<file path="src/rtl/brat_pkg.sv">
`default_nettype none
package brat_pkg;

	localparam int unsigned W  = 32;            // value width
	localparam int unsigned PW = 3 * W;         // widest exact product
	localparam int unsigned CW = $clog2(W + 1); // iteration counter width

	typedef enum logic [1:0] {
		PH_IDLE = 2'd0,
		PH_DIV  = 2'd1,
		PH_SCAN = 2'd2,
		PH_CONV = 2'd3
	} phase_t;

	typedef enum logic [1:0] {
		KIND_NOFRAC = 2'd0,
		KIND_SEMI   = 2'd1,
		KIND_CONV   = 2'd2
	} kind_t;

	// products formed one after another for a tick
	typedef enum logic [2:0] {
		SEL_PN = 3'd0,  // k*p1 + p0
		SEL_QN = 3'd1,  // k*q1 + q0
		SEL_T1 = 3'd2,  // qn*num
		SEL_L  = 3'd3,  // den*pn, then |t1 - den*pn|
		SEL_T3 = 3'd4,  // q1*num
		SEL_R  = 3'd5,  // den*p1, then |t3 - den*p1|
		SEL_BL = 3'd6,  // l*q1
		SEL_BR = 3'd7   // r*qn, then compare
	} mul_sel_t;

	typedef struct packed {
		logic     ld;
		logic     div_go;
		logic     div_fin;
		logic     mul_go;
		logic     mul_cap;
		mul_sel_t sel;
		logic     use_pq;
		logic     scan_adv;
		logic     conv_commit;
		logic     out_load;
		kind_t    kind;
	} cmd_t;

	typedef struct packed {
		logic rem_den_zero;
		logic div_done;
		logic mul_done;
		logic bad;
		logic better;
		logic cand_last;
		logic pq_nz;
		logic past_first;
		logic rmd_zero;
		logic out_free;
	} status_t;

endpackage
`default_nettype wire

</file>
<file path="src/rtl/brat_in_if.sv">
`default_nettype none
interface brat_in_if;
	logic                    valid;
	logic                    ready;
	logic                    cmd;
	logic [brat_pkg::W-1:0]  numerator;
	logic [brat_pkg::W-1:0]  denominator;

	modport source (output valid, cmd, numerator, denominator, input ready);
	modport sink   (input valid, cmd, numerator, denominator, output ready);
endinterface
`default_nettype wire

</file>
<file path="src/rtl/brat_out_if.sv">
`default_nettype none
interface brat_out_if;
	logic                    valid;
	logic                    ready;
	logic [brat_pkg::W-1:0]  frac_num;
	logic [brat_pkg::W-1:0]  frac_den;
	logic                    has_fraction;
	logic                    is_convergent;
	logic                    final_res;

	modport source (output valid, frac_num, frac_den, has_fraction, is_convergent, final_res,
		input ready);
	modport sink   (input valid, frac_num, frac_den, has_fraction, is_convergent, final_res,
		output ready);
endinterface
`default_nettype wire

</file>
<file path="src/rtl/brat_cfg_if.sv">
`default_nettype none
interface brat_cfg_if;
	logic                    valid;
	logic                    ready;
	logic [31:0]             limit;

	modport source (output valid, limit, input ready);
	modport sink   (input valid, limit, output ready);
endinterface
`default_nettype wire

</file>
<file path="src/rtl/brat_div.sv">
`default_nettype none
module brat_div (
	input  logic                    clk,
	input  logic                    arst_n,
	input  logic                    start,
	input  logic [brat_pkg::W-1:0]  num,
	input  logic [brat_pkg::W-1:0]  den,
	output logic                    done,
	output logic [brat_pkg::W-1:0]  quo,
	output logic [brat_pkg::W-1:0]  rmd
);
	logic                    busy_q;
	logic                    done_q;
	logic [brat_pkg::CW-1:0] cnt_q;
	logic [brat_pkg::W:0]    r_q;
	logic [brat_pkg::W-1:0]  q_q;
	logic [brat_pkg::W-1:0]  d_q;
	logic [brat_pkg::W:0]    r_sh;
	logic                    fits;

	// restoring division, one quotient bit per cycle
	assign r_sh = {r_q[brat_pkg::W-1:0], q_q[brat_pkg::W-1]};
	assign fits = r_sh >= {1'b0, d_q};

	always_ff @(posedge clk or negedge arst_n) begin
		if (!arst_n) begin
			busy_q <= 1'b0;
			done_q <= 1'b0;
			cnt_q  <= '0;
		end else begin
			done_q <= 1'b0;
			if (start) begin
				busy_q <= 1'b1;
				cnt_q  <= brat_pkg::CW'(brat_pkg::W);
			end else if (busy_q) begin
				cnt_q <= cnt_q - 1'b1;
				if (cnt_q == brat_pkg::CW'(1)) begin
					busy_q <= 1'b0;
					done_q <= 1'b1;
				end
			end
		end
	end

	always_ff @(posedge clk) begin
		if (start) begin
			r_q <= '0;
			q_q <= num;
			d_q <= den;
		end else if (busy_q) begin
			r_q <= fits ? (r_sh - {1'b0, d_q}) : r_sh;
			q_q <= {q_q[brat_pkg::W-2:0], fits};
		end
	end

	assign done = done_q;
	assign quo  = q_q;
	assign rmd  = r_q[brat_pkg::W-1:0];
endmodule
`default_nettype wire

</file>
<file path="src/rtl/brat_mul.sv">
`default_nettype none
module brat_mul (
	input  logic                     clk,
	input  logic                     arst_n,
	input  logic                     start,
	input  logic [2*brat_pkg::W-1:0] mcand,
	input  logic [brat_pkg::W-1:0]   mplier,
	input  logic [brat_pkg::W-1:0]   addend,
	output logic                     done,
	output logic [brat_pkg::PW-1:0]  prod
);
	logic                    busy_q;
	logic                    done_q;
	logic [brat_pkg::CW-1:0] cnt_q;
	logic [brat_pkg::PW-1:0] acc_q;
	logic [brat_pkg::PW-1:0] mc_q;
	logic [brat_pkg::W-1:0]  mp_q;

	always_ff @(posedge clk or negedge arst_n) begin
		if (!arst_n) begin
			busy_q <= 1'b0;
			done_q <= 1'b0;
			cnt_q  <= '0;
		end else begin
			done_q <= 1'b0;
			if (start) begin
				busy_q <= 1'b1;
				cnt_q  <= brat_pkg::CW'(brat_pkg::W);
			end else if (busy_q) begin
				cnt_q <= cnt_q - 1'b1;
				if (cnt_q == brat_pkg::CW'(1)) begin
					busy_q <= 1'b0;
					done_q <= 1'b1;
				end
			end
		end
	end

	// shift-add, one multiplier bit per cycle, lsb first
	always_ff @(posedge clk) begin
		if (start) begin
			acc_q <= brat_pkg::PW'(addend);
			mc_q  <= brat_pkg::PW'(mcand);
			mp_q  <= mplier;
		end else if (busy_q) begin
			if (mp_q[0]) begin
				acc_q <= acc_q + mc_q;
			end
			mc_q <= {mc_q[brat_pkg::PW-2:0], 1'b0};
			mp_q <= {1'b0, mp_q[brat_pkg::W-1:1]};
		end
	end

	assign done = done_q;
	assign prod = acc_q;
endmodule
`default_nettype wire

</file>
<file path="src/rtl/brat_dp.sv">
`default_nettype none
module brat_dp (
	input  logic                    clk,
	input  logic                    arst_n,
	input  brat_pkg::cmd_t          cmd,
	output brat_pkg::status_t       sts,
	input  logic [brat_pkg::W-1:0]  in_num,
	input  logic [brat_pkg::W-1:0]  in_den,
	input  logic                    cfg_we,
	input  logic [31:0]             cfg_limit,
	input  logic                    out_ready,
	output logic                    out_valid,
	output logic [brat_pkg::W-1:0]  out_num,
	output logic [brat_pkg::W-1:0]  out_den,
	output logic                    out_has,
	output logic                    out_conv,
	output logic                    out_final
);
	localparam int unsigned W  = brat_pkg::W;
	localparam int unsigned PW = brat_pkg::PW;

	logic [31:0]   limit_q;
	logic [W-1:0]  onum_q, oden_q, rnum_q, rden_q;
	logic [W-1:0]  p0_q, q0_q, p1_q, q1_q;
	logic [W-1:0]  pq_q, cand_q, rmd_q;
	logic          past_first_q;
	logic [W-1:0]  pn_q, qn_q;
	logic          bad0_q, bad1_q, better_q;
	logic [2*W-1:0] t_q, l_q, r_q;
	logic [PW-1:0] bl_q;
	logic          ov_q;
	logic [W-1:0]  on_q, od_q;
	logic          oh_q, oc_q, of_q;

	logic          div_done;
	logic [W-1:0]  div_q, div_r;
	logic          mul_done;
	logic [PW-1:0] prod;
	logic [2*W-1:0] m_a;
	logic [W-1:0]  m_b, m_c, k;
	logic [W-1:0]  lim;
	logic          over;
	logic [2*W-1:0] p_lo;
	logic [W:0]    cand_nx;

	brat_div u_div (
		.clk(clk), .arst_n(arst_n), .start(cmd.div_go), .num(rnum_q), .den(rden_q),
		.done(div_done), .quo(div_q), .rmd(div_r)
	);

	brat_mul u_mul (
		.clk(clk), .arst_n(arst_n), .start(cmd.mul_go), .mcand(m_a), .mplier(m_b),
		.addend(m_c), .done(mul_done), .prod(prod)
	);

	assign k       = cmd.use_pq ? pq_q : cand_q;
	assign lim     = (limit_q == '0) ? '1 : W'(limit_q);
	assign over    = prod > PW'(lim);
	assign p_lo    = prod[2*W-1:0];
	assign cand_nx = {1'b0, cand_q} + 1'b1;

	always_comb begin
		m_a = '0;
		m_b = '0;
		m_c = '0;
		case (cmd.sel)
			brat_pkg::SEL_PN: begin m_a = (2*W)'(p1_q); m_b = k;    m_c = p0_q; end
			brat_pkg::SEL_QN: begin m_a = (2*W)'(q1_q); m_b = k;    m_c = q0_q; end
			brat_pkg::SEL_T1: begin m_a = (2*W)'(onum_q); m_b = qn_q; end
			brat_pkg::SEL_L:  begin m_a = (2*W)'(oden_q); m_b = pn_q; end
			brat_pkg::SEL_T3: begin m_a = (2*W)'(onum_q); m_b = q1_q; end
			brat_pkg::SEL_R:  begin m_a = (2*W)'(oden_q); m_b = p1_q; end
			brat_pkg::SEL_BL: begin m_a = l_q; m_b = q1_q; end
			brat_pkg::SEL_BR: begin m_a = r_q; m_b = qn_q; end
			default: begin m_a = '0; end
		endcase
	end

	always_ff @(posedge clk or negedge arst_n) begin
		if (!arst_n) begin
			limit_q      <= '0;
			onum_q       <= '0;
			oden_q       <= W'(1);
			rnum_q       <= '0;
			rden_q       <= W'(1);
			p0_q         <= '0;
			q0_q         <= W'(1);
			p1_q         <= W'(1);
			q1_q         <= '0;
			pq_q         <= '0;
			cand_q       <= '0;
			past_first_q <= 1'b0;
			ov_q         <= 1'b0;
		end else begin
			if (cfg_we) begin
				limit_q <= cfg_limit;
			end
			if (cmd.ld) begin
				onum_q       <= in_num;
				oden_q       <= in_den;
				rnum_q       <= in_num;
				rden_q       <= in_den;
				p0_q         <= '0;
				q0_q         <= W'(1);
				p1_q         <= W'(1);
				q1_q         <= '0;
				pq_q         <= '0;
				cand_q       <= '0;
				past_first_q <= 1'b0;
			end
			if (cmd.div_fin) begin
				pq_q   <= div_q;
				cand_q <= {1'b0, div_q[W-1:1]};
			end
			if (cmd.scan_adv && !sts.cand_last) begin
				cand_q <= cand_nx[W-1:0];
			end
			if (cmd.conv_commit) begin
				p0_q         <= p1_q;
				q0_q         <= q1_q;
				p1_q         <= pn_q;
				q1_q         <= qn_q;
				rnum_q       <= rden_q;
				rden_q       <= rmd_q;
				past_first_q <= 1'b1;
			end
			if (cmd.out_load) begin
				ov_q <= 1'b1;
			end else if (out_ready) begin
				ov_q <= 1'b0;
			end
		end
	end

	always_ff @(posedge clk) begin
		if (cmd.div_fin) begin
			rmd_q <= div_r;
		end
		if (cmd.mul_cap) begin
			case (cmd.sel)
				brat_pkg::SEL_PN: begin pn_q <= prod[W-1:0]; bad0_q <= over; end
				brat_pkg::SEL_QN: begin qn_q <= prod[W-1:0]; bad1_q <= over; end
				brat_pkg::SEL_T1: t_q <= p_lo;
				brat_pkg::SEL_L:  l_q <= (t_q >= p_lo) ? (t_q - p_lo) : (p_lo - t_q);
				brat_pkg::SEL_T3: t_q <= p_lo;
				brat_pkg::SEL_R:  r_q <= (t_q >= p_lo) ? (t_q - p_lo) : (p_lo - t_q);
				brat_pkg::SEL_BL: bl_q <= prod;
				brat_pkg::SEL_BR: better_q <= bl_q < prod;
				default: t_q <= t_q;
			endcase
		end
		if (cmd.out_load) begin
			case (cmd.kind)
				brat_pkg::KIND_SEMI: begin
					on_q <= pn_q; od_q <= qn_q; oh_q <= 1'b1; oc_q <= 1'b0; of_q <= 1'b0;
				end
				brat_pkg::KIND_CONV: begin
					on_q <= pn_q; od_q <= qn_q; oh_q <= 1'b1; oc_q <= 1'b1;
					of_q <= (rden_q == '0);
				end
				default: begin
					on_q <= '0; od_q <= '0; oh_q <= 1'b0; oc_q <= 1'b0; of_q <= 1'b1;
				end
			endcase
		end
	end

	always_comb begin
		sts.rem_den_zero = (rden_q == '0);
		sts.div_done     = div_done;
		sts.mul_done     = mul_done;
		sts.bad          = bad0_q | bad1_q;
		sts.better       = better_q;
		sts.cand_last    = !(cand_nx < {1'b0, pq_q});
		sts.pq_nz        = (pq_q != '0);
		sts.past_first   = past_first_q;
		sts.rmd_zero     = (rmd_q == '0);
		sts.out_free     = !ov_q || out_ready;
	end

	assign out_valid = ov_q;
	assign out_num   = on_q;
	assign out_den   = od_q;
	assign out_has   = oh_q;
	assign out_conv  = oc_q;
	assign out_final = of_q;
endmodule
`default_nettype wire

</file>
<file path="src/rtl/brat_ctrl.sv">
`default_nettype none
module brat_ctrl (
	input  logic              clk,
	input  logic              arst_n,
	input  logic              in_valid,
	input  logic              in_cmd,
	output logic              in_ready,
	input  brat_pkg::status_t sts,
	output brat_pkg::cmd_t    cmd
);
	typedef enum logic [5:0] {
		ST_READY = 6'b000001,
		ST_DWAIT = 6'b000010,
		ST_MGO   = 6'b000100,
		ST_MWAIT = 6'b001000,
		ST_DEC   = 6'b010000,
		ST_PUT   = 6'b100000
	} state_t;

	state_t             st_q, st_d;
	brat_pkg::phase_t   ph_q, ph_d;
	brat_pkg::mul_sel_t seq_q, seq_d;
	brat_pkg::kind_t    kind_q, kind_d;
	logic               acc;
	logic               last_mul;

	assign in_ready = (st_q == ST_READY);
	assign acc      = in_valid && in_ready;
	assign last_mul = (seq_q == brat_pkg::SEL_QN) || (seq_q == brat_pkg::SEL_BR);

	always_comb begin
		st_d   = st_q;
		ph_d   = ph_q;
		seq_d  = seq_q;
		kind_d = kind_q;
		cmd    = '0;
		cmd.sel    = seq_q;
		cmd.use_pq = (ph_q == brat_pkg::PH_CONV);
		cmd.kind   = kind_q;
		case (st_q)
			ST_READY: begin
				if (acc && !in_cmd) begin
					cmd.ld = 1'b1;
					ph_d   = brat_pkg::PH_DIV;
				end else if (acc) begin
					case (ph_q)
						brat_pkg::PH_DIV: begin
							if (sts.rem_den_zero) begin
								ph_d   = brat_pkg::PH_IDLE;
								kind_d = brat_pkg::KIND_NOFRAC;
								st_d   = ST_PUT;
							end else begin
								cmd.div_go = 1'b1;
								st_d       = ST_DWAIT;
							end
						end
						brat_pkg::PH_SCAN, brat_pkg::PH_CONV: begin
							seq_d = brat_pkg::SEL_PN;
							st_d  = ST_MGO;
						end
						default: st_d = ST_READY;
					endcase
				end
			end
			ST_DWAIT: begin
				if (sts.div_done) begin
					cmd.div_fin = 1'b1;
					st_d        = ST_DEC;
				end
			end
			ST_MGO: begin
				cmd.mul_go = 1'b1;
				st_d       = ST_MWAIT;
			end
			ST_MWAIT: begin
				if (sts.mul_done) begin
					cmd.mul_cap = 1'b1;
					if (last_mul) begin
						st_d = ST_DEC;
					end else begin
						seq_d = brat_pkg::mul_sel_t'(seq_q + 3'd1);
						st_d  = ST_MGO;
					end
				end
			end
			ST_DEC: begin
				st_d = ST_READY;
				case (ph_q)
					brat_pkg::PH_DIV: begin
						ph_d = (sts.past_first && sts.pq_nz) ? brat_pkg::PH_SCAN
							: brat_pkg::PH_CONV;
					end
					brat_pkg::PH_SCAN: begin
						if (seq_q == brat_pkg::SEL_QN) begin
							if (sts.bad) begin
								ph_d = brat_pkg::PH_CONV;
							end else begin
								seq_d = brat_pkg::SEL_T1;
								st_d  = ST_MGO;
							end
						end else begin
							cmd.scan_adv = 1'b1;
							if (sts.cand_last) begin
								ph_d = brat_pkg::PH_CONV;
							end
							if (sts.better) begin
								kind_d = brat_pkg::KIND_SEMI;
								st_d   = ST_PUT;
							end
						end
					end
					brat_pkg::PH_CONV: begin
						st_d = ST_PUT;
						if (sts.bad) begin
							ph_d   = brat_pkg::PH_IDLE;
							kind_d = brat_pkg::KIND_NOFRAC;
						end else begin
							cmd.conv_commit = 1'b1;
							ph_d   = sts.rmd_zero ? brat_pkg::PH_IDLE : brat_pkg::PH_DIV;
							kind_d = brat_pkg::KIND_CONV;
						end
					end
					default: st_d = ST_READY;
				endcase
			end
			ST_PUT: begin
				if (sts.out_free) begin
					cmd.out_load = 1'b1;
					st_d         = ST_READY;
				end
			end
			default: st_d = ST_READY;
		endcase
	end

	always_ff @(posedge clk or negedge arst_n) begin
		if (!arst_n) begin
			st_q   <= ST_READY;
			ph_q   <= brat_pkg::PH_IDLE;
			seq_q  <= brat_pkg::SEL_PN;
			kind_q <= brat_pkg::KIND_NOFRAC;
		end else begin
			st_q   <= st_d;
			ph_q   <= ph_d;
			seq_q  <= seq_d;
			kind_q <= kind_d;
		end
	end
endmodule
`default_nettype wire

</file>
<file path="src/rtl/best_rational_approximation.sv">
// channel   dir  payload                                              transfer when
// in_ch     in   cmd, numerator, denominator                          valid && ready
// out_ch    out  frac_num, frac_den, has_fraction, is_convergent,     valid && ready
//                final_res
// cfg_ch    in   limit                                                valid && ready
//
// division tick: one quotient bit per cycle on the restoring divider
// each product is formed on the shared bit-serial shift-add multiplier
// convergent tick: pn and qn, then an emission; candidate over the limit:
// pn and qn only; semiconvergent test: every product, emitting when closer
// reset brings the expansion state to its start values and limit to 0 (no limit)
// a result waits in the output register; a new item is taken meanwhile, and only
// the next emission stalls until out_ch has moved the waiting one
`default_nettype none
module best_rational_approximation (
	input  logic       clk,
	input  logic       arst_n,
	brat_in_if.sink    in_ch,
	brat_out_if.source out_ch,
	brat_cfg_if.sink   cfg_ch
);
	brat_pkg::cmd_t    cmd;
	brat_pkg::status_t sts;
	logic              in_ready;

	// config register is always writable
	assign cfg_ch.ready = 1'b1;
	assign in_ch.ready  = in_ready;

	// sequencer: tracks the expansion phase and steps the datapath
	brat_ctrl u_ctrl (
		.clk      (clk),
		.arst_n   (arst_n),
		.in_valid (in_ch.valid),
		.in_cmd   (in_ch.cmd),
		.in_ready (in_ready),
		.sts      (sts),
		.cmd      (cmd)
	);

	// datapath: convergent state, divider, multiplier, output register
	brat_dp u_dp (
		.clk       (clk),
		.arst_n    (arst_n),
		.cmd       (cmd),
		.sts       (sts),
		.in_num    (in_ch.numerator),
		.in_den    (in_ch.denominator),
		.cfg_we    (cfg_ch.valid),
		.cfg_limit (cfg_ch.limit),
		.out_ready (out_ch.ready),
		.out_valid (out_ch.valid),
		.out_num   (out_ch.frac_num),
		.out_den   (out_ch.frac_den),
		.out_has   (out_ch.has_fraction),
		.out_conv  (out_ch.is_convergent),
		.out_final (out_ch.final_res)
	);
endmodule
`default_nettype wire

</file>
<file path="src/flat_wrapper.sv">
// flat-port wrapper written by rule: the top's interface ports become plain ports
module best_rational_approximation_flat 
  (clk, arst_n, in_ch_valid, in_ch_cmd, in_ch_numerator, in_ch_denominator, in_ch_ready, out_ch_valid, out_ch_frac_num, out_ch_frac_den, out_ch_has_fraction, out_ch_is_convergent, out_ch_final_res, out_ch_ready, cfg_ch_valid, cfg_ch_limit, cfg_ch_ready);
  brat_in_if in_ch_i ();
  brat_out_if out_ch_i ();
  brat_cfg_if cfg_ch_i ();
  input  logic clk;
  input  logic arst_n;
  input wire logic [$bits(in_ch_i.valid)-1:0] in_ch_valid;
  input wire logic [$bits(in_ch_i.cmd)-1:0] in_ch_cmd;
  input wire logic [$bits(in_ch_i.numerator)-1:0] in_ch_numerator;
  input wire logic [$bits(in_ch_i.denominator)-1:0] in_ch_denominator;
  output wire logic [$bits(in_ch_i.ready)-1:0] in_ch_ready;
  output wire logic [$bits(out_ch_i.valid)-1:0] out_ch_valid;
  output wire logic [$bits(out_ch_i.frac_num)-1:0] out_ch_frac_num;
  output wire logic [$bits(out_ch_i.frac_den)-1:0] out_ch_frac_den;
  output wire logic [$bits(out_ch_i.has_fraction)-1:0] out_ch_has_fraction;
  output wire logic [$bits(out_ch_i.is_convergent)-1:0] out_ch_is_convergent;
  output wire logic [$bits(out_ch_i.final_res)-1:0] out_ch_final_res;
  input wire logic [$bits(out_ch_i.ready)-1:0] out_ch_ready;
  input wire logic [$bits(cfg_ch_i.valid)-1:0] cfg_ch_valid;
  input wire logic [$bits(cfg_ch_i.limit)-1:0] cfg_ch_limit;
  output wire logic [$bits(cfg_ch_i.ready)-1:0] cfg_ch_ready;
  assign in_ch_i.valid = in_ch_valid;
  assign in_ch_i.cmd = in_ch_cmd;
  assign in_ch_i.numerator = in_ch_numerator;
  assign in_ch_i.denominator = in_ch_denominator;
  assign in_ch_ready = in_ch_i.ready;
  assign out_ch_valid = out_ch_i.valid;
  assign out_ch_frac_num = out_ch_i.frac_num;
  assign out_ch_frac_den = out_ch_i.frac_den;
  assign out_ch_has_fraction = out_ch_i.has_fraction;
  assign out_ch_is_convergent = out_ch_i.is_convergent;
  assign out_ch_final_res = out_ch_i.final_res;
  assign out_ch_i.ready = out_ch_ready;
  assign cfg_ch_i.valid = cfg_ch_valid;
  assign cfg_ch_i.limit = cfg_ch_limit;
  assign cfg_ch_ready = cfg_ch_i.ready;
  best_rational_approximation u_core (.clk(clk), .arst_n(arst_n), .in_ch(in_ch_i), .out_ch(out_ch_i), .cfg_ch(cfg_ch_i));
endmodule
</file>
<file path="config.mk">
export PLATFORM = sky130hd
export DESIGN_NAME = best_rational_approximation_flat
export DESIGN_NICKNAME = d
export VERILOG_FILES = /design/src/rtl/brat_pkg.sv /design/src/rtl/brat_in_if.sv /design/src/rtl/brat_out_if.sv /design/src/rtl/brat_cfg_if.sv /design/src/rtl/brat_div.sv /design/src/rtl/brat_mul.sv /design/src/rtl/brat_dp.sv /design/src/rtl/brat_ctrl.sv /design/src/rtl/best_rational_approximation.sv /design/src/flat_wrapper.sv
export SDC_FILE = /design/constraint.sdc
export NUM_CORES = 2
export LEC_CHECK = 0
export ABC_CLOCK_PERIOD_IN_PS = 6300
export BUFFER_PORTS_ARGS = -buffer_cell sky130_fd_sc_hd__buf_2
export CORE_ASPECT_RATIO = 0.8
export CORE_MARGIN = 5
export CORE_UTILIZATION = 60
export DETAILED_ROUTE_END_ITERATION = 7
export PLACE_DENSITY = 0.77
export SLEW_MARGIN = 30
export SYNTH_ARGS = -nofsm -noshare
export SYNTH_HDL_FRONTEND = slang
export SYNTH_SLANG_ARGS = --single-unit
</file>
<file path="constraint.sdc">
create_clock -name clk -period 6.3 [get_ports clk]
set_input_delay 1.26 -clock clk [delete_from_list [all_inputs] [get_ports clk]]
set_output_delay 1.26 -clock clk [all_outputs]
set_load 0.01 [all_outputs]
</file>
======== Word-level counts from Yosys, hierarchy flattened ========
Cells that the tools add are included.
Widths: inputs -> output; s select.
storage, ports and cells
  flip-flop bits (word level) ............. 1157
  bits of input ports ..................... 102
  output and inout bits ................... 70
  logic and storage cells ................. 253
operators by class
  add/subtract/negate cells ............... 8
  magnitude comparators ................... 5
  equal/unequal tests ..................... 41
  mux-type cells .......................... 110
  bitwise logic cells ..................... 1
  reduce and logical (&&, ||, !) cells .... 42
operator list
  cell                   number
  $mux 32                23
  $pmux 64 s6            1
  $mux 64                3
  $pmux 32 s5            1
  $sub 64x64->64         2
  $add 96x96->96         1
  $gt 96x32->1           1
  $logic_not 32->1       3
  $lt 96x96->1           1
  $mux 6                 12
  $ge 64x64->1           1
  $pmux 32 s2            1
  $mux 1                 37
  $pmux 6 s6             1
  $add 32x1->33 const B  1
  $ge 33x32->1           1
  $lt 33x32->1           1
  $reduce_bool 32->1     1
  $sub 32x32->32         1
  $mux 3                 9
  $mux 2                 13
  $pmux 6 s2             2
  $eq 6x1->1 const B     3
  $reduce_and 2->1       9
  other kinds (37)       78

======== Longest topological paths before layout ========
  depth in word-level cells ............... 9
  mapped depth ............................ 20
  mapped depth without buffers ............ 19

======== Hierarchy ========
A second synthesis with hierarchy kept.
unflattened totals
  cells, all modules ...................... 6812
  area, all modules ....................... 67853.8 um^2
modules (own cells, without submodules)
  module                       times used  cells each  area each (um^2)  sequential area each (um^2)
  brat_dp                      1           4461        45648.8           22496.6
  brat_mul                     1           1613        14899.3           5965.7
  brat_div                     1           614         6188.4            2762.6
  brat_ctrl                    1           122         1106.1            326.6
  best_rational_approximation  1           2           11.3              0.0

======== Least setup slack after synthesis ========
Ideal clock, no wire load.
  path type ............................... reg-to-reg
  from .................................... register u_core.u_ctrl.st_q[1]
  to ...................................... register u_core.u_dp.t_q[0] (enable)
  library setup time ...................... 0.507 ns
  arrival time ............................ 4.702 ns
  required time ........................... 5.793 ns
  path slack .............................. 1.091 ns
  stages on the path, launching flop included .. 5
  path buffers ............................ 0
  clock period less this slack ............ 5.209 ns
  cell sequence ........................... dfrtp_1 -> or4_1 -> nor3b_1 -> nand2_1 -> a21oi_1
on the way
  word-level cells in the longest chain between the ends .. 3
RTL lines
  what                        RTL line          RTL
  start: declaration          brat_ctrl.sv:20   state_t st_q, st_d;
  start signal: assignment    brat_ctrl.sv:143  st_q <= st_d;
  $eq 6x4->1                  brat_ctrl.sv:40   case (st_q)
  $mux 1                      brat_ctrl.sv:40
  $reduce_and 2->1 (no line)  n/a
  end signal: assignment      brat_dp.sv:143    brat_pkg::SEL_T1: t_q <= p_lo;
  end signal: assignment      brat_dp.sv:145    brat_pkg::SEL_T3: t_q <= p_lo;
  end signal: assignment      brat_dp.sv:149    default: t_q <= t_q;
  end: declaration            brat_dp.sv:29     logic [2*W-1:0] t_q, l_q, r_q;
Every way passes these cells.
A chain may end at the register's enable or synchronous reset.

======== Worst setup path in the final report ========
  from .................................... register u_core.u_dp.cand_q[2]
  to ...................................... register u_core.u_dp.cand_q[24]
on the way
  word-level cells in the longest chain between the ends .. 4
  elaborated cells between the ends (all ways) .. 5
  classes of those cells .................. add/sub (1); order compare (1); mux (1); reduce/logical (2)
RTL lines
  what                                                    RTL line        RTL
  start: declaration                                      brat_dp.sv:25   logic [W-1:0] pq_q, cand_q, rmd_q;
  start signal: assignment                                brat_dp.sv:113  cand_q <= {1'b0, div_q[W-1:1]};
  start signal: assignment                                brat_dp.sv:116  cand_q <= cand_nx[W-1:0];
  $add 32x1->33 *                                         brat_dp.sv:60   assign cand_nx = {1'b0, cand_q} + 1'b1;
  $lt 33x32->1                                            brat_dp.sv:174  sts.cand_last = !(cand_nx < {1'b0, pq_q});
  $logic_and 1x1->1                                       brat_dp.sv:115  if (cmd.scan_adv && !sts.cand_last) begin
  $reduce_bool 3->1 (no line) or $mux 32 (tied branches)  n/a
Mark *: on every way between the ends. The rest lies on a longest branch, timed or not.

==> impl_metrics.py <==
metrics = {
    "timing": {
        "timing_max_transition_violations_final": 0,
        "tightest_slew_ps": 1060,
        "setup_slack_ps": 1230,
        "setup_total_negative_slack_ps": 0,
        "slew_headroom": 0.288,
        "period_needed_ps": 5070,
        "final.period_utilization": 0.805,
        "clock.fmax_mhz": 197,
        "hold_viol_final": 0,
        "unrepaired_setup_endpoints_after_global_routing": "false",
        "finalSetupViolCount": 0,
        "timing.clock.skew_ps": 57.8,
    },
    "clock_tree": {
        "cts.sinks": 1157,
        "cts.htree.levels": 3,
        "tritoncts.num_buffers": 113,
        "clk_pin_slew_ps": 60,
        "cts_hold_repair.buffers": 0,
        "cts.path.max_buffers": 3,
        "postCtsSetupRepairBufs": 0,
        "cts_root_buf": "clkbuf_16",
        "cts_repair_resize_count": 0,
        "tritoncts": "yes",
        "worstSkewPairLatency_ps": 760,
    },
    "cells_and_area": {
        "postLayoutCellArea_sq_um": 69900,
        "fin_nets": 6996,
        "utilization_after_layout": 0.660,
        "instances_no_fill": 7989,
        "post_route_cells_drive_above_1_share": 0.0820,
        "layout-area-overhead-vs-synth_pct": 9.72,
    },
    "grt": {
        "grtUsageTotal": 0.367,
        "number_of_global_route_vias_before_repair": 49800,
        "grt_pass1_wl_mm": 317,
        "grt_max_degree": 165,
        "initial_antenna_violation_count": 22,
        "overflow": 0,
    },
    "drt": {
        "vias_per_cell": 6.69,
        "dr.first_iter.drc_count": 7598,
        "drtPass1Iterations": 8,
        "postRouteAntennaNets": 0,
        "routed_wire_length_per_instance_microns": 26.7,
        "drcViolationCount": 0,
        "routed_wirelength_mm": 213,
        "via_count": 53500,
    },
    "logic_synthesis": {
        "ys_seq_elements": 1157,
        "yosys-top-cells-area": "edfxtp_1 (30%), dfrtp_1 (15%), ha_1 (8.4%), nand2_1 (5.4%), a21oi_1 (4.5%)",
        "yosys_warnings": 0,
        "synthTopCellsByCount": "nand2_1 (922), edfxtp_1 (646), a21oi_1 (576)",
        "async_sr_flop_fraction": 0.331,
        "synth_most_common_cell": "nand2_1",
        "synthDominantCellAreaShare": 0.304,
        "number_of_different_library_cells_in_the_post_synthesis_netlist": 92,
        "synthesis.area_per_instance_sq_um": 9.90,
        "syn-instance-count": 6437,
        "postSynthNetCount": 6972,
        "yosys.area.top_type": "edfxtp_1",
        "yosysSeqAreaShare": 0.495,
        "synth_enable_flop_cells": 646,
        "summed_instance_area_of_the_synthesized_netlist_sq_um": 63700,
        "dominantRegCellSynth": "edfxtp_1",
    },
    "worst_setup_path": {
        "critical_path_class": "flip-flop to flip-flop",
        "critPathLaunchType": "flip-flop",
        "cp_max_fanout": 33,
        "crit_path_end_kind": "flip-flop",
        "critical_path_arrival_ps": 5700,
        "worst-endpoint-required_ps": 6920,
    },
    "placed_design": {
        "gpl.final_weighted_congestion": 1.03,
        "cell_count_after_placement": 7758,
        "postPlaceCellArea_sq_um": 65800,
        "worst_setup_timing_slack_at_the_placement_stage_ps": 1300,
        "post-dp-hpwl_mm": 156,
        "port_buffer_cells": 170,
    },
    "power": {
        "p_leak_uw": 0.0295,
        "power.density_cell_area_nw_per_um2": 420,
        "max-vdd-ir-drop_mv": 0.290,
    },
    "floorplanning": {
        "core.rowCount": 107,
        "die_w_microns": 374,
        "floorplan.die.height_microns": 302,
        "design.die.area_sq_um": 113000,
        "top_level_ports": 172,
        "floorplan.core_area_sq_um": 106000,
        "initial_core_util": 0.601,
    },
    "worst_hold_path": {
        "min_path_type": "input port to async pin",
    },
    "run": {
        "max_cap_violations": 0,
    },
    "run_status": {
        "status": "finished, final reports clean",
    },
}
## worst max-delay path, stage by stage (launching register included)
cell and delay [ps]:
dfrtp_1 430, and3_1 200, and3_1 190, and2_1 270, nand3_1 150, nor2_1 300
nand2_1 280, nor3_2 400, nand3_1 200, nor2_1 190, xor2_1 110, ha_1 290
and3_1 190, and2_1 180, nand3_1 120, o311ai_4 510, buf_4 430, nor2_1 70
o21a_1 170, a221o_1 250
## stage by stage
stage          power (uW)  hold WS [ps]
2_1_floorplan       17700           426
3_3_place_gp        21300           443
3_5_place_dp        21600           453
4_1_cts             28900           465
5_1_grt             30700           491
6_report            29400           455
## registers in the layout, indices dropped and copies added (netlist names), 64 cells and up
| register | cells |
|---|---|
| u_core.u_dp.bl_q | 96 |
| u_core.u_dp.u_mul.mc_q | 96 |
| u_core.u_dp.u_mul.prod | 96 |
| u_core.u_dp.l_q | 64 |
| u_core.u_dp.r_q | 64 |
| u_core.u_dp.t_q | 64 |
## power breakdown
part	internal (uW)	switching [uW]
clock	4230	3150
sequential	9550	1140
combinational	3650	7680
## final cells by class
type / count / area (sq um)
Clock inverter: 61 / 838
Fill cell: 8489 / 36100
Clock buffer: 155 / 3190
Sequential cell: 1157 / 31600
Tap cell: 1417 / 1770
Antenna cell: 10 / 25.0
Timing Repair Buffer: 246 / 1520
Inverter: 314 / 1180
Multi-Input combinational cell: 4629 / 29900
## layer usage
layer	wire [microns]	vias up	track usage
met5	101	-	0
met1	87700	25800	0.533
met3	30800	481	0.137
met4	8000	14	0.118
met2	86500	3411	0.509
li1	-	23700	-
## worst paths after layout
path / from / to / slack [ps] / cells past startpoint
worst max-delay path: u_core.u_dp.cand_q[2]$_DFFE_PN0P_ / u_core.u_dp.cand_q[24]$_DFFE_PN0P_ / 1230 / 19
worst min-delay path: arst_n / u_core.u_dp.q0_q[10]$_DFFE_PN0P_ / 460 / 1
worst max register to register: u_core.u_dp.cand_q[2]$_DFFE_PN0P_ / u_core.u_dp.cand_q[24]$_DFFE_PN0P_ / 1230 / 19
worst min register to register: u_core.u_dp.u_div.r_q[31]$_SDFFE_PP0P_ / u_core.u_dp.rmd_q[31]$_DFFE_PP_ / 470 / 0
max in group asynchronous: arst_n / u_core.u_dp.u_div.busy_q$_DFF_PN0_ / 4340 / 2
min in group clk: u_core.u_dp.u_div.r_q[31]$_SDFFE_PP0P_ / u_core.u_dp.rmd_q[31]$_DFFE_PP_ / 470 / 0
## placed cells by master (no fill, tap or decap), types with 102 or more instances in the layout
master,synthesis,final
dfrtp_1,378,376
clkbuf_16,0,118
buf_2,25,171
xnor2_1,131,131
nand3_1,108,108
ha_1,429,425
nor2_1,419,414
nand4_1,107,107
edfxtp_1,646,646
a21oi_1,576,575
a21o_1,161,161
a22oi_1,118,118
nand2_1,922,921
nor2b_1,105,102
inv_1,313,312
o21ai_0,394,393
dfxtp_1,128,128
a22o_1,154,154
## kinds of logic after synthesis
family	Yosys count	share of synthesized area
AOI/OAI and AO/OA	1913	0.196
DFF	1157	0.495
muxes	95	0.0157
other	1	0.0000588
and+or+nand+nor	1971	0.139
xor gates and xnor gates	216	0.0297
buffers and inverters	651	0.0394
adders and majority gates	433	0.0855
No activity file was read; power rests on OpenSTA's default activity.
